### src/rtl/core/assert_macros.svh
// Assertion macros used by the top module of the category probability block.
// Define ASSERT_OFF to compile every assertion away.
`ifndef ASSERT_MACROS_SVH
`define ASSERT_MACROS_SVH
`ifndef ASSERT_OFF
// Clocked implication with reset disable.
`define ASSERT_CLK(lbl, clk, rstn, prop, msg) \
  lbl: assert property (@(posedge clk) disable iff (!rstn) prop) else $error(msg);
// Condition that must never be true.
`define ASSERT_NEVER(lbl, clk, rstn, cond, msg) \
  lbl: assert property (@(posedge clk) disable iff (!rstn) !(cond)) else $error(msg);
`else
`define ASSERT_CLK(lbl, clk, rstn, prop, msg)
`define ASSERT_NEVER(lbl, clk, rstn, cond, msg)
`endif
`endif

### src/rtl/core/ncp_ram.sv
// Generic single-write, single-read RAM with registered read data.
// No dependencies.
module ncp_ram #(
  parameter int unsigned WIDTH = 16,
  parameter int unsigned DEPTH = 32
) (
  input  logic                     clk_i,
  input  logic                     we_i,
  input  logic [$clog2(DEPTH)-1:0] waddr_i,
  input  logic [WIDTH-1:0]         wdata_i,
  input  logic [$clog2(DEPTH)-1:0] raddr_i,
  output logic [WIDTH-1:0]         rdata_o
);
  logic [WIDTH-1:0] mem_q [DEPTH];
  logic [WIDTH-1:0] rdata_q;

  always_ff @(posedge clk_i) begin
    if (we_i) begin
      mem_q[waddr_i] <= wdata_i;
    end
    rdata_q <= mem_q[raddr_i];
  end

  assign rdata_o = rdata_q;
endmodule

### config.mk
export PLATFORM = sky130hd
export DESIGN_NAME = ncp_ram
export DESIGN_NICKNAME = d
export VERILOG_FILES = /design/src/rtl/core/assert_macros.svh /design/src/rtl/core/ncp_ram.sv
export SDC_FILE = /design/constraint.sdc
export NUM_CORES = 1
export LEC_CHECK = 0
export BUFFER_PORTS_ARGS = -buffer_cell sky130_fd_sc_hd__buf_4
export CAP_MARGIN = 20
export CORE_UTILIZATION = 40
export DETAILED_ROUTE_END_ITERATION = 8
export PLACE_DENSITY_LB_ADDON = 0.08
export RECOVER_POWER = 50
export SYNTH_ARGS = -nofsm -noshare
export SYNTH_HDL_FRONTEND = slang
export SYNTH_SLANG_ARGS = --single-unit
### constraint.sdc
create_clock -name clk_i -period 2.7 [get_ports clk_i]
set_input_delay 0.54 -clock clk_i [delete_from_list [all_inputs] [get_ports clk_i]]
set_output_delay 0.54 -clock clk_i [all_outputs]
set_load 0.03 [all_outputs]
==> flow_summary.toml <==
[clocking]
cts_buffers = 55
cts_root_buf = "clkbuf_16"
cts.sink_count = 528
cts_hold_buf = 0
cts_buffer_depth = 3
cts_resized = 0
htree_levels = 2
clk_latency_ns = 0.61
clk_pin_slew_ns = 0.06
cts_tree = "yes"
cts_setup_buffers = 0

[setup_path]
worstSetupEndpointType = "output pin"
critical_path.slowest_cell = "dfxtp_1"
path_delay_family = "flip-flops"
slowest_delay_ns = 0.47
worstPathRequired_ns = 2.16
crit_buf_inv = 1
cp_max_fo = 1
crit_arrival_ns = 1.31
crit_chain = "buf_4"
cp-start-kind = "flop"
crit_type = "flop to output pin"

[power_and_ir_drop]
irDropWorstVdd_mv = 0.442
leakage_nw = 8.20
p_per_area_nw_per_um2 = 728

[synthesis]
ys_ff_latch = 528
synth.distinct_cells = 26
synth_warnings = 0
ys_seq_area_share_pct = 76.4
synth_cells = 1143
syn_nets = 1171
synth_area_um2 = 20500
syn_area_per_cell_um2 = 18.0

[placed_design]
gp_congestion = 0.774
pre_cts_ws_ns = 0.300
portBuffers = 43
hpwl_mm = 30.9

[run_status]
outcome = "complete, but fails checks"
violations = "capacitance limit, slew limit"

[sta]
rsz0062_at_grt = "no"
timing.final.ws_setup_ns = 0.853
holdWs_ns = 0.393
period_minus_slack_ns = 1.85
max_slew.worst_pin.slew_ns = 1.88
setup_tns_ns = 0
fmax_ghz = 0.541
slew_headroom_pct = -25.6
drv_slew = 528
hold_violations = 0
finalClockSkew_ns = 0.0173
fin_crit_sh_pct = 68.4
setup-violations-final = 0

[global_routing]
grt_pass1_vias = 10700
grt_pass1_wl_mm = 75.8
grt_overflow_total = 0
grt_use_total_pct = 20.1
grt_max_degree = 42
grt_antenna_before_repair = 3

[cells_and_area]
nets = 1287
area_growth_syn_to_layout_pct = 14.7
layout_commonest_cell = "edfxtp_1"
final_util_pct = 46.7
n_antenna_cell = 0
fill_cells = 4336
most-common-layout-cells = "edfxtp_1 (512), mux2i_1 (256), buf_4 (93)"
ff_latch_area_um2 = 15700
multi_input_area_um2 = 4360
drive_above_1_share_pct = 15.1

[die]
initial_core_util_pct = 40.8
num_rows = 82
core-area_um2 = 50400
die-area_um2 = 52300
die_w_um = 229
dieHeight_um = 229
ioPinCount = 44

[route]
routed_wl_mm = 52.0
top_layer = "met5"
wl_met2_mm = 24.4
wl_met3_mm = 2.26
num_vias = 10600
wl_per_cell_um = 26.3
ant_nets = 0
firstDrtPassIters = 5
vias_per_cell = 5.37
wl_met1_mm = 24.2
drtIter0Drc = 790
drc = 0

[job]
max-cap-violations = 16

[min_path]
hp-class = "input pin to flop"
[through the flow]
step / power, mW / cells / cell area [um2]
finish: 17.1 / 1976 / 23500
detailed placement: 10.4 / 1874 / 22000
global route: 17.7 / 1976 / 23500
floorplan: 9.89 / 1143 / 20500
global placement: 10.4 / 1874 / 22000
CTS: 17.3 / 1976 / 23600
[flip-flops by register name, indices dropped and copies added (netlist names)]
signal	flops
mem_q	512
rdata_o	16
[power by group]
part	internal [mW]	switching (mW)
Combinational	0.335	0.684
Clock	3.92	3.02
Sequential	9.12	0.0539
[path summary, 6_finish.rpt]
kind	start	endpoint	slack, ns	depth (start not counted)
min	raddr_i[3]	rdata_o[1]	0.39	3
max reg2reg	mem_q[6][13]	rdata_o[13]	1.21	6
min reg2reg	mem_q[16][15]	rdata_o[15]	0.62	4
max	rdata_o[4]	rdata_o[4]	0.85	1
[cell type report]
type | instances | share of cell area, %
Clock buffer | 82 | 6.54
Clock inverter | 20 | 0.425
Multi-Input combinational cell | 548 | 18.5
Sequential cell | 528 | 66.7
Tap cell | 672 | 3.57
Timing Repair Buffer | 126 | 4.30
[kinds of logic after synthesis]
family | Yosys count | synth area share, %
AOI/OAI and AO/OA | 144 | 4.97
buffers and inverters | 67 | 2.63
DFF | 528 | 76.4
muxes | 256 | 12.5
and+or+nand+nor | 148 | 3.49
[metal layers]
metal	vias to the layer above	global-route usage (%)
met1	5518	28.6
met2	223	31.7
li1	4798	-
met3	72	3.74
met5	-	0
met4	2	5.56
[Yosys cell counts]
| cell type | n | area [um2] |
|---|---|---|
| or3b_2 | 3 | 26.3 |
| mux2i_1 | 256 | 2560 |
| buf_6 | 6 | 67.6 |
| edfxtp_1 | 512 | 15400 |
| buf_2 | 19 | 95.1 |
| nand3b_1 | 5 | 37.5 |
| buf_8 | 6 | 90.1 |
| nand4_1 | 16 | 100 |
| or2_1 | 1 | 6.26 |
| nor2_1 | 33 | 124 |
| dfxtp_1 | 16 | 320 |
| nand2_1 | 33 | 124 |
| nor2_4 | 1 | 11.3 |
| a31oi_1 | 16 | 100 |
| nand2b_1 | 2 | 12.5 |
| a22oi_1 | 64 | 480 |
| and2_1 | 1 | 6.26 |
| nor2b_1 | 2 | 12.5 |
| nor3_1 | 16 | 80.1 |
| nand3_1 | 34 | 170 |
| buf_4 | 19 | 143 |
| clkbuf_1 | 12 | 45.0 |
| or3_1 | 1 | 6.26 |
| buf_12 | 5 | 100 |
| a21oi_1 | 32 | 160 |
| a22o_1 | 32 | 280 |
No activity file was read; power rests on OpenSTA's default activity.
