--- config.mk ---
export PLATFORM = sky130hd
export DESIGN_NAME = ncp_div
export DESIGN_NICKNAME = d
export VERILOG_FILES = /design/src/rtl/core/assert_macros.svh /design/src/rtl/core/ncp_pkg.sv /design/src/rtl/core/ncp_div.sv
export SDC_FILE = /design/constraint.sdc
export NUM_CORES = 1
export LEC_CHECK = 0
export ABC_AREA = 1
export BUFFER_PORTS_ARGS = -buffer_cell sky130_fd_sc_hd__buf_2
export CELL_PAD_IN_SITES_DETAIL_PLACEMENT = 0
export CELL_PAD_IN_SITES_GLOBAL_PLACEMENT = 1
export CORE_MARGIN = 8
export CORE_UTILIZATION = 30
export DETAILED_ROUTE_END_ITERATION = 7
export PLACE_DENSITY = 0.65
export SETUP_SLACK_MARGIN = 0.2
export SLEW_MARGIN = 10
export SYNTH_ARGS = -nofsm -noshare
export SYNTH_HDL_FRONTEND = slang
export SYNTH_SLANG_ARGS = --single-unit
--- constraint.sdc ---
create_clock -name clk_i -period 6.7 [get_ports clk_i]
set_input_delay 1.34 -clock clk_i [delete_from_list [all_inputs] [get_ports clk_i]]
set_output_delay 1.34 -clock clk_i [all_outputs]
set_load 0.01 [all_outputs]
--- src/rtl/core/assert_macros.svh ---
// Assertion macros used by the top module of the category probability block.
// Define ASSERT_OFF to compile every assertion away.
`ifndef ASSERT_MACROS_SVH
`define ASSERT_MACROS_SVH
`ifndef ASSERT_OFF
// Clocked implication with reset disable.
`define ASSERT_CLK(lbl, clk, rstn, prop, msg) \
  lbl: assert property (@(posedge clk) disable iff (!rstn) prop) else $error(msg);
// Condition that must never be true.
`define ASSERT_NEVER(lbl, clk, rstn, cond, msg) \
  lbl: assert property (@(posedge clk) disable iff (!rstn) !(cond)) else $error(msg);
`else
`define ASSERT_CLK(lbl, clk, rstn, prop, msg)
`define ASSERT_NEVER(lbl, clk, rstn, cond, msg)
`endif
`endif

--- src/rtl/core/ncp_pkg.sv ---
// Types and constants of the nominal category probability block.
// No dependencies; the interfaces, exp cell, exp chain, divider and top module import it.
package ncp_pkg;

  localparam int unsigned COEF_W      = 16;
  localparam int unsigned ADDR_W      = 5;
  localparam int unsigned TABLE_DEPTH = 32;
  localparam int unsigned CAT_W       = 3;
  localparam int unsigned CNT_W       = 2;
  localparam int unsigned ACC_W       = 36;
  localparam int unsigned Z_W         = 29;
  localparam int unsigned FRAC_W      = 24;
  localparam int unsigned TERM_W      = 25;
  localparam int unsigned SUM_W       = 26;
  localparam int unsigned SHIFT_W     = 5;
  localparam int unsigned E_W         = 36;
  localparam int unsigned DEN_W       = 40;
  localparam int unsigned PROB_W      = 16;
  localparam int unsigned RECIP_W     = 29;
  localparam int unsigned RECIP_SHIFT = 28;
  localparam int unsigned SERIES_LEN  = 10;
  localparam int unsigned CFG_IDX_W   = 2;
  localparam int unsigned CFG_DATA_W  = 3;

  // log2(e) in Q.30 and ln(2) in Q.24.
  localparam logic [30:0]       LOG2E_Q30 = 31'd1549082005;
  localparam logic [FRAC_W-1:0] LN2_Q24   = 24'd11629080;
  localparam logic [TERM_W-1:0] ONE_Q24   = 25'h100_0000;

  // Configuration register indexes.
  typedef enum logic [CFG_IDX_W-1:0] {
    CFG_CATS = 2'd0,
    CFG_DIMS = 2'd1,
    CFG_COVS = 2'd2
  } ncp_cfg_e;

  // One slot of the power series chain.
  typedef struct packed {
    logic                      valid;
    logic                      num;
    logic [TERM_W-1:0]         term;
    logic [FRAC_W-1:0]         g;
    logic [SUM_W-1:0]          sum;
    logic signed [SHIFT_W-1:0] n;
  } ncp_series_t;

endpackage

--- src/rtl/core/ncp_div.sv ---
// Restoring divider: floor(num * 2^16 / den), saturated when num >= den.
// Depends on ncp_pkg. One quotient bit per cycle.
module ncp_div (
  input  logic                      clk_i,
  input  logic                      rst_ni,
  input  logic                      start_i,
  input  logic [ncp_pkg::DEN_W-1:0] num_i,
  input  logic [ncp_pkg::DEN_W-1:0] den_i,
  output logic                      busy_o,
  output logic                      done_o,
  output logic [ncp_pkg::PROB_W-1:0] quot_o
);
  import ncp_pkg::*;

  localparam int unsigned STEP_W = $clog2(PROB_W + 1);

  logic                busy_q;
  logic                done_q;
  logic                done_d;
  logic [STEP_W-1:0]   cnt_q;
  logic [DEN_W:0]      rem_q;
  logic [DEN_W:0]      rem2;
  logic [DEN_W-1:0]    den_q;
  logic [PROB_W-1:0]   quot_q;
  logic                fits;

  assign rem2 = {rem_q[DEN_W-1:0], 1'b0};
  assign fits = rem2 >= {1'b0, den_q};

  // Done after the last step, or at once when the probability saturates.
  assign done_d = (start_i && !busy_q && (num_i >= den_i)) ||
                  (busy_q && (cnt_q == STEP_W'(1)));

  always_ff @(posedge clk_i or negedge rst_ni) begin
    if (!rst_ni) begin
      busy_q <= 1'b0;
      done_q <= 1'b0;
      cnt_q  <= '0;
    end else begin
      done_q <= done_d;
      if (start_i && !busy_q) begin
        // Probability of one or more saturates at once.
        if (num_i < den_i) begin
          busy_q <= 1'b1;
          cnt_q  <= STEP_W'(PROB_W);
        end
      end else if (busy_q) begin
        cnt_q <= cnt_q - 1'b1;
        if (cnt_q == STEP_W'(1)) begin
          busy_q <= 1'b0;
        end
      end
    end
  end

  always_ff @(posedge clk_i) begin
    if (start_i && !busy_q) begin
      rem_q  <= {1'b0, num_i};
      den_q  <= den_i;
      quot_q <= (num_i >= den_i) ? '1 : '0;
    end else if (busy_q) begin
      rem_q  <= fits ? (rem2 - {1'b0, den_q}) : rem2;
      quot_q <= {quot_q[PROB_W-2:0], fits};
    end
  end

  assign busy_o = busy_q;
  assign done_o = done_q;
  assign quot_o = quot_q;
endmodule

==> flow_summary.yaml, run 1 <==
cts:
  ctsHtreeMaxLevel: 3
  cts-hold-fix-buffers: 0
  insertion_delay_ps: 380
  cts_inserted_buffers: 9
  clk_pin_slew_ps: 100
  ctsResizeCount: 0
  cts.sinks: 103
  post_cts_buffers: 0
  cts_tree: "yes"
  cts_buffer_depth: 2
  cts_root_buffer: "clkbuf_16"
route:
  drtPass1Iterations: 7
  routedWlPerCell_um: 15.2
  final_antenna_net_count: 0
  drtIter0Drc: 405
  via_count: 8038
  routed_wirelength_mm: 27.2
  drt-vias-per-instance: 4.49
  drc_errors: 0
grt:
  grt_max_degree: 60
  grt_pass1_wl_mm: 43.7
  antenna_found_initial: 0
  overflow: 0
  grt_usage_pct: 15.4
  grt_pass1_vias: 8320
cells_and_area:
  diodes: 0
  multi_input_area_um2: 4850
  final_area_um2: 10200
  area.sequential_um2: 3060
  nets: 1560
  fill_cells: 3295
  drive_gt1_share_pct: 12.3
  syn2layout_area_growth_pct: 13.8
power:
  leakage_uw: 0.00559
  combPwrFrac_pct: 61.7
  pwr-share-clk_pct: 12.6
  internal_power_uw: 2370
  vdd_drop_max_mv: 0.169
  p_seq_share_pct: 25.7
  switching_share_pct: 49.5
  power_density_nw_per_um2: 461
  finalPower_uw: 4700
  switchingPower_uw: 2330
timing:
  rsz0062_at_grt: "false"
  min_period_ps: 3460
  maxSlewHeadroom_pct: 43.0
  fin_setup_tns_ps: 0
  slew_violations: 0
  setup_viol: 0
  hold_viol: 0
  whs_ps: 480
  tightest_slew_ps: 855
  finalCritPeriodShare_pct: 51.6
  max_clock_freq_mhz: 289
  fin_skew_ps: 22.6
synth:
  yosysSeqAreaShare_pct: 34.1
  synth_area_um2: 8960
  yosysUniqueCellTypes: 40
  synthSimpleGateAreaFrac_pct: 35.5
  synth_compound_area_share_pct: 4.64
  synth_top_family_by_area: "simple AND/OR/NAND/NOR gates"
  synth_xor_area_share_pct: 2.15
  muxShareOfSynthArea_pct: 0
  synth_top_area_share_pct: 32.2
  synthCells: 1298
  synth-adder-area-share_pct: 11.7
  ys_ff_latch: 103
  synth_area_leaders: "edfxtp_1 32%, nand2_1 22%, ha_1 11%"
  synth_area_per_cell_um2: 6.90
  syn-num-nets: 1464
  yosysWarnings: 0
  synth_largest_area_cell: "edfxtp_1"
job:
  drv_cap: 0
setup_path:
  crit_path_start_kind: "input port"
  worst-r2r-setup-slack_ps: 3490
  required_ps: 6800
  cp_max_fo: 17
  end_kind: "register"
  worstPathArrival_ps: 3560
  worst-setup-path-type: "in2reg"
die:
  io_pins: 101
  die_w_um: 189
  dieArea_um2: 35700
  start_util_pct: 30.3
  core-area_um2: 29600
  fp-row-count: 63
  die_y_um: 189
placement:
  placed_area_um2: 9870
  numPortBuffers: 100
  gp_congestion: 0.879
  post-dp-hpwl_mm: 22.0
hold_path:
  hold_path.class: "reg2reg"
status:
  status: "finished clean"
[power groups by stage]
stage | logic (µW) | clock network [µW] | registers [µW]
3_5_place_dp | 2920 | 0 | 1220
3_3_place_gp | 2910 | 0 | 1220
4_1_cts | 2930 | 612 | 1210
2_1_floorplan | 2150 | 0 | 1210
5_1_grt | 3350 | 628 | 1240
6_report | 2900 | 594 | 1210
[cells in the final DEF, fill, tap and decap left out, types with 3 or more instances in the layout]
master and instances:
clkbuf_16 9, buf_2 100, a21o_1 4, xor2_1 3
o21bai_1 5, nand2_1 522, buf_4 5, or2_2 3
nand3b_1 32, nor2_1 75, edfxtp_1 96, clkinv_8 4
nand3_1 61, nand3_2 10, nand2_2 15, nor2_4 3
inv_1 246, nor2_2 12, nand4_1 5, dfrtp_1 7
xnor2_1 19, a21oi_1 45, o21ai_0 12, ha_1 82
inv_2 4
[synthesized netlist by cell type]
master and instances:
nand2_1 522, inv_1 247, edfxtp_1 96, ha_1 82, nor2_1 76, nand3_1 61, a21oi_1 45, nand3b_1 32
xnor2_1 19, nand2_2 15, nor2_2 12, o21ai_0 12, nand3_2 10, buf_2 9, clkbuf_1 8, dfrtp_1 7
nand4_1 5, o21bai_1 5, a21o_1 4, inv_2 3, or2_2 3, xor2_1 3, nor2_4 2, nor3_1 2
o21a_1 2, o21ai_1 2, a21boi_0 1, a21oi_2 1, a31oi_1 1, and2_1 1, buf_12 1, buf_6 1
buf_8 1, clkinv_1 1, fa_1 1, nand2_4 1, nand2_8 1, o21ai_2 1, o22ai_1 1, or2_1 1
[state kept, by name (all words and copies together), names as in the netlist]
name and cells:
den_q 40, rem_q 40, quot_o 16, cnt_q 5, busy_o 1, done_o 1
[cell families after synthesis]
logic type      after synthesis
compound gates               75
xor+xnor                     22
simple gates                744
fa+ha+maj                    83
buf+inv                     271
flops                       103
[final timing paths]
check,startpoint,endpoint,depth (start not counted)
worst max register to register,rem_q[33],rem_q[37],12
worst min-delay path,cnt_q[1],cnt_q[1],2
min in group asynchronous,rst_ni,cnt_q[1],1
worst min register to register,cnt_q[1],cnt_q[1],2
max in group asynchronous,rst_ni,cnt_q[2],1
worst max-delay path,num_i[7],quot_o[14],12
[stage by stage]
step | utilization [%] | setup WS [ps] | instances
final | 34.5 | 3240 | 1789
after global routing | 34.5 | 2930 | 1789
after CTS | 34.5 | 3180 | 1789
after detailed placement | 33.4 | 2790 | 1773
after global placement | 33.4 | 2830 | 1773
after floorplan | - | 3280 | 1298
[layer usage]
layer,vias up,part of all wire [%],track usage [%]
li1,4214,-,-
met1,3688,51,21.2
met2,112,44,25.0
met3,24,3.0,2.09
met4,0,1.9,4.24
met5,-,0,0
[area by class of cell]
type / count / share of cell area, %
inverter: 251 / 9.24
tap: 390 / 4.78
multi-input combinational: 924 / 47.5
sequential: 103 / 30.0
clock buffer: 9 / 2.21
timing repair buffer: 105 / 5.27
clock inverter: 7 / 0.994
[critical path, cell delays in order]
cell and delay, ps:
buf_2 110, ha_1 300, nand2_1 90, inv_1 40
nand3_1 190, inv_1 70, a21oi_1 370, nor2_1 120
nor2_1 110, nand2_1 110, o21ai_2 580, nand2_1 120
No activity file was read; power rests on OpenSTA's default activity.
==> run 2, diff against run 1 <==
--- a/config.mk
+++ b/config.mk
@@ -12,7 +12,7 @@
 export CORE_MARGIN = 8
 export CORE_UTILIZATION = 30
 export DETAILED_ROUTE_END_ITERATION = 7
-export PLACE_DENSITY = 0.65
+export PLACE_DENSITY = 0.67
 export SETUP_SLACK_MARGIN = 0.2
 export SLEW_MARGIN = 10
 export SYNTH_ARGS = -nofsm -noshare
==> constraint.sdc (replaced) <==
create_clock -name clk_i -period 2.8 [get_ports clk_i]
set_input_delay 0.56 -clock clk_i [delete_from_list [all_inputs] [get_ports clk_i]]
set_output_delay 0.56 -clock clk_i [all_outputs]
set_load 0.01 [all_outputs]
==> run 2 against run 1 <==
  * Critical path depth decreased by 1
  * Sequential power increased by 140%
  * Largest power group unchanged
  * Clock power increased by 130%
  * Non-clock buffer count increased by 15
  * Highest routed layer unchanged
  * Count of clock-buffer cells in the layout unchanged
  * Global-route usage increased by 0.19 points
  * Combinational power increased to 2.6 times the previous value
==> flow_summary.yaml, run 2 (synthesis results as in run 1) <==
status:
  status: "finished clean"
cells_and_area:
  layout_common_cells: "519 x nand2_1, 246 x inv_1, 100 x buf_2"
  fill_cells: 3210
  nets: 1575
  area.sequential_um2: 3060
  multi_input_area_um2: 4970
  syn2layout_area_growth_pct: 17.5
  diodes: 0
  final_common_cell: "nand2_1"
  final_area_um2: 10500
  drive_gt1_share_pct: 14.9
power:
  p_seq_share_pct: 24.6
  switching_share_pct: 48.7
  combPwrFrac_pct: 64.0
  finalPower_uw: 11800
  leakage_uw: 0.00570
  power_density_nw_per_um2: 1120
  vdd_drop_max_mv: 0.637
  internal_power_uw: 6060
  switchingPower_uw: 5760
  pwr-share-clk_pct: 11.3
placement:
  gp_congestion: 0.889
  place_worst_setup_slack_ps: -83.8
  placed_area_um2: 10000
  numPortBuffers: 100
  post-dp-hpwl_mm: 22.7
route:
  drt-vias-per-instance: 4.49
  drc_errors: 0
  drtIter0Drc: 508
  routed_wirelength_mm: 27.7
  top_layer: "met4"
  met1_length_mm: 13.7
  via_count: 8102
  drtPass1Iterations: 6
  routed-wl-met2_mm: 12.5
  met3_length_mm: 1.22
  routedWlPerCell_um: 15.4
  final_antenna_net_count: 0
timing:
  setup_ws_ps: 342
  hold_viol: 0
  fin_setup_tns_ps: 0
  finalCritPeriodShare_pct: 87.8
  rsz0062_at_grt: "true"
  slew_violations: 0
  max_clock_freq_mhz: 407
  fin_skew_ps: 16.2
  maxSlewHeadroom_pct: 55.6
  min_period_ps: 2460
  tightest_slew_ps: 666
  setup_viol: 0
grt:
  antenna_found_initial: 0
  grt_pass1_wl_mm: 44.1
  grt_pass1_vias: 8367
  grt_usage_pct: 15.6
  overflow: 0
  grt_max_degree: 83
cts:
  cts.sinks: 103
  cts_root_buffer: "clkbuf_16"
  insertion_delay_ps: 370
  clk_pin_slew_ps: 90
  cts_buffer_depth: 2
  cts_inserted_buffers: 9
  ctsHtreeMaxLevel: 3
  cts_tree: "yes"
setup_path:
  cp_max_fo: 10
  required_ps: 2930
  worst-setup-path-type: "reg2reg"
  worstPathArrival_ps: 2580
  crit_path_start_kind: "register"
  end_kind: "register"
die:
  fp-row-count: 63
  start_util_pct: 30.3
  dieArea_um2: 35700
  die_y_um: 189
  core-area_um2: 29600
  die_w_um: 189
  io_pins: 101
job:
  drv_cap: 0
hold_path:
  hold_path.class: "in2async"
run 2: final timing paths:
check	startpoint	endpoint	slack, ps	cells after the start
worst max-delay path	rem_q[35]	rem_q[15]	340	11
worst min-delay path	rst_ni	cnt_q[1]	6	1
worst max register to register	rem_q[35]	rem_q[15]	340	11
worst min register to register	cnt_q[1]	cnt_q[1]	480	2
max in group asynchronous	rst_ni	cnt_q[4]	2630	1
min in group clk_i	den_i[7]	den_q[7]	380	1
run 2: metrics by stage:
stage,util [%],hold slack [ps],cells
final,35.6,6.33,1804
after global routing,35.6,12.8,1804
after CTS,35.1,0.544,1802
after detailed placement,34.0,403,1786
after global placement,34.0,405,1786
after floorplan,-,264,1298
run 2: area by class of cell:
type	count	share of cell area (%)
clock buffer	9	2.14
timing repair buffer	120	7.25
inverter	251	8.95
sequential	103	29.0
tap	390	4.63
multi-input combinational	924	47.2
clock inverter	7	0.749
run 2: timing repair:
| item | in CTS | in global routing |
|---|---|---|
| hold buffers | 0 | 0 |
| cloned | 0 | 1 |
| buffers inserted | 0 | 1 |
| resized for setup | 3 | 29 |
| endpoints found under the setup margin | 14 | 53 |
| pin swaps | 0 | 1 |
| endpoints found under the hold margin | 0 | 0 |
run 2: power groups by stage:
stage	Clock (µW)	Sequential (µW)	Combinational, µW
final	1340	2910	7570
after global routing	1430	2970	8580
after CTS	1390	2890	7360
after detailed placement	0	2910	7310
after global placement	0	2900	7290
after floorplan	0	2900	5150
run 2: per-layer routing:
layer	vias to the layer above	global-route usage (%)
met5	-	0
met4	0	3.40
met3	15	2.16
met2	152	25.7
met1	3693	21.5
li1	4242	-
run 2: critical path, stage by stage, from the launching register on:
cell	delay, ps
edfxtp_1	420
ha_1	380
a21oi_2	190
o21ai_1	110
a21oi_1	180
nand2_1	110
nor2_4	230
buf_12	180
buf_4	180
nand3b_1	110
nand3_2	80
nand2_1	50
==> run 3, diff against run 2 <==
--- a/config.mk
+++ b/config.mk
@@ -9,6 +9,7 @@
 export BUFFER_PORTS_ARGS = -buffer_cell sky130_fd_sc_hd__buf_2
 export CELL_PAD_IN_SITES_DETAIL_PLACEMENT = 0
 export CELL_PAD_IN_SITES_GLOBAL_PLACEMENT = 1
+export CORE_ASPECT_RATIO = 0.75
 export CORE_MARGIN = 8
 export CORE_UTILIZATION = 30
 export DETAILED_ROUTE_END_ITERATION = 7
==> run 3 against run 2 <==
  * First-iteration DRC count up 7.1%
  * Via count up 1.3%
  * Critical endpoint is now rem_q[18]
  * Critical path type unchanged
  * Global-route usage up 0.25 points
  * Highest routed layer unchanged
  * Non-clock buffer count up 17
==> flow_summary.yaml, run 3 (synthesis results as in run 1) <==
status:
  status: "finished clean"
timing:
  fin_setup_tns_ps: 0
  rsz0062_at_grt: "true"
  setup_viol: 0
  fin_skew_ps: 17.2
  slew_violations: 0
  maxSlewHeadroom_pct: 58.2
  hold_viol: 0
  finalCritPeriodShare_pct: 89.5
  min_period_ps: 2500
  tightest_slew_ps: 627
  max_clock_freq_mhz: 399
  setup_ws_ps: 295
setup_path:
  ff2ff_path_depth: 11
  worstPathArrival_ps: 2640
  worst-r2r-setup-slack_ps: 300
  r2r-start: "rem_q[35]"
  cp_cell_sequence: "ha_1 -> a21oi_1 -> o21ai_2 -> a21oi_1 -> nand2_1 -> nor2_4 -> buf_4 -> buf_4 -> nand3b_1 -> nand3_1 -> nand2_1"
  critPathBufInv: 2
  crit_path_start_kind: "register"
  r2r-end: "rem_q[18]"
  cp_slowest_cell: "edfxtp_1"
  crit_path_end: "rem_q[18]"
  worst_path_dominant_cell_family: "simple AND/OR/NAND/NOR gates"
  slowest_delay_ps: 440
  end_kind: "register"
  cp_max_fo: 5
  crit_path_start: "rem_q[35]"
  worst-setup-path-type: "reg2reg"
  crit_cells: 11
  required_ps: 2930
route:
  via_count: 8209
  drc_errors: 0
  drtIter0Drc: 544
  drt-vias-per-instance: 4.50
  routedWlPerCell_um: 15.9
  final_antenna_net_count: 0
  drtPass1Iterations: 5
  routed_wirelength_mm: 29.1
cells_and_area:
  nets: 1593
  area.sequential_um2: 3060
  final_cells: 1824
  fill_cells: 3146
  multi_input_area_um2: 5180
  drive_gt1_share_pct: 17.2
  layout_common_cells: "516 x nand2_1, 246 x inv_1, 100 x buf_2"
  final_common_cell: "nand2_1"
  diodes: 0
  syn2layout_area_growth_pct: 20.9
  fin_util_pct: 37.0
power:
  finalPower_uw: 12200
  vdd_drop_max_mv: 0.378
  leakage_uw: 0.00577
  power_density_nw_per_um2: 1130
grt:
  grt_pass1_wl_mm: 44.7
  grt_max_degree: 51
  grt_usage_pct: 15.9
  grt_pass1_vias: 8149
  antenna_found_initial: 0
  overflow: 0
die:
  die_y_um: 166
  dieArea_um2: 35700
  io_pins: 101
  fp-row-count: 54
  die_w_um: 216
  start_util_pct: 30.6
  core-area_um2: 29300
cts:
  cts_inserted_buffers: 9
  cts_tree: "yes"
  cts.sinks: 103
  clk_pin_slew_ps: 90
  ctsHtreeMaxLevel: 3
  cts_root_buffer: "clkbuf_16"
  cts_buffer_depth: 2
  insertion_delay_ps: 390
hold_path:
  hold_path.class: "in2reg"
placement:
  gp_congestion: 0.889
  place_worst_setup_slack_ps: -198
  post-dp-hpwl_mm: 23.6
  placed_cells: 1797
  numPortBuffers: 100
job:
  drv_cap: 0
==> run 3: cell types whose count changed in the layout (fill, tap and decap cells not counted), moves of 3 or more <==
cell     before  now
nor2_4        4    8
inv_6         4    1
ha_4          4   14
inv_8         1    4
nand2_2      17   20
nand2_1     519  516
buf_12        7    4
nor2_1       69   64
ha_1         72   60
buf_4        11   29
==> run 3: cell type report <==
cell class / count / share of cell area [%]
flip-flops and latches: 103 / 28.2
clock buffers: 9 / 2.08
multi-input cells: 925 / 47.9
clock inverters: 7 / 0.727
repair buffers: 137 / 7.90
inverters: 251 / 8.70
well taps: 392 / 4.53
==> run 3: what timing repair did <==
| action | in CTS | in global routing |
|---|---|---|
| pin swaps | 0 | 9 |
| buffers inserted | 0 | 8 |
| endpoints found under the hold margin | 7 | 0 |
| hold buffers | 1 | 0 |
| cloned | 0 | 2 |
| setup endpoints to repair | 21 | 57 |
| gates resized for setup | 2 | 62 |
==> run 3: routing by layer <==
metal | part of all wire, % | vias up | global-route usage [%]
li1 | - | 4284 | -
met1 | 54 | 3747 | 24.3
met2 | 40 | 162 | 22.8
met3 | 4.5 | 16 | 2.89
met4 | 0.75 | 0 | 2.90
met5 | 0 | - | 0
==> run 3: metrics by stage <==
step | hold WS, ps | cell area (µm²)
after global routing | 345 | 10800
after CTS | 336 | 10400
after global placement | 410 | 10100
after floorplan | 264 | 8960
final | 355 | 10800
after detailed placement | 409 | 10100
==> run 3: power by group <==
part / internal [µW] / total, µW / switching [µW]
Combinational: 2980 / 7880 / 4900
Sequential: 2600 / 2980 / 374
Clock: 642 / 1350 / 705
==> run 3: how the worst min path moves through the flow <==
stage / start / end / cells after the start
3_5_place_dp: rst_ni / done_o / 1
5_1_grt: den_i[28] / den_q[28] / 1
2_1_floorplan: rst_ni / busy_o / 0
6_report: den_i[5] / den_q[5] / 1
4_1_cts: den_i[5] / den_q[5] / 1
3_3_place_gp: rst_ni / done_o / 1
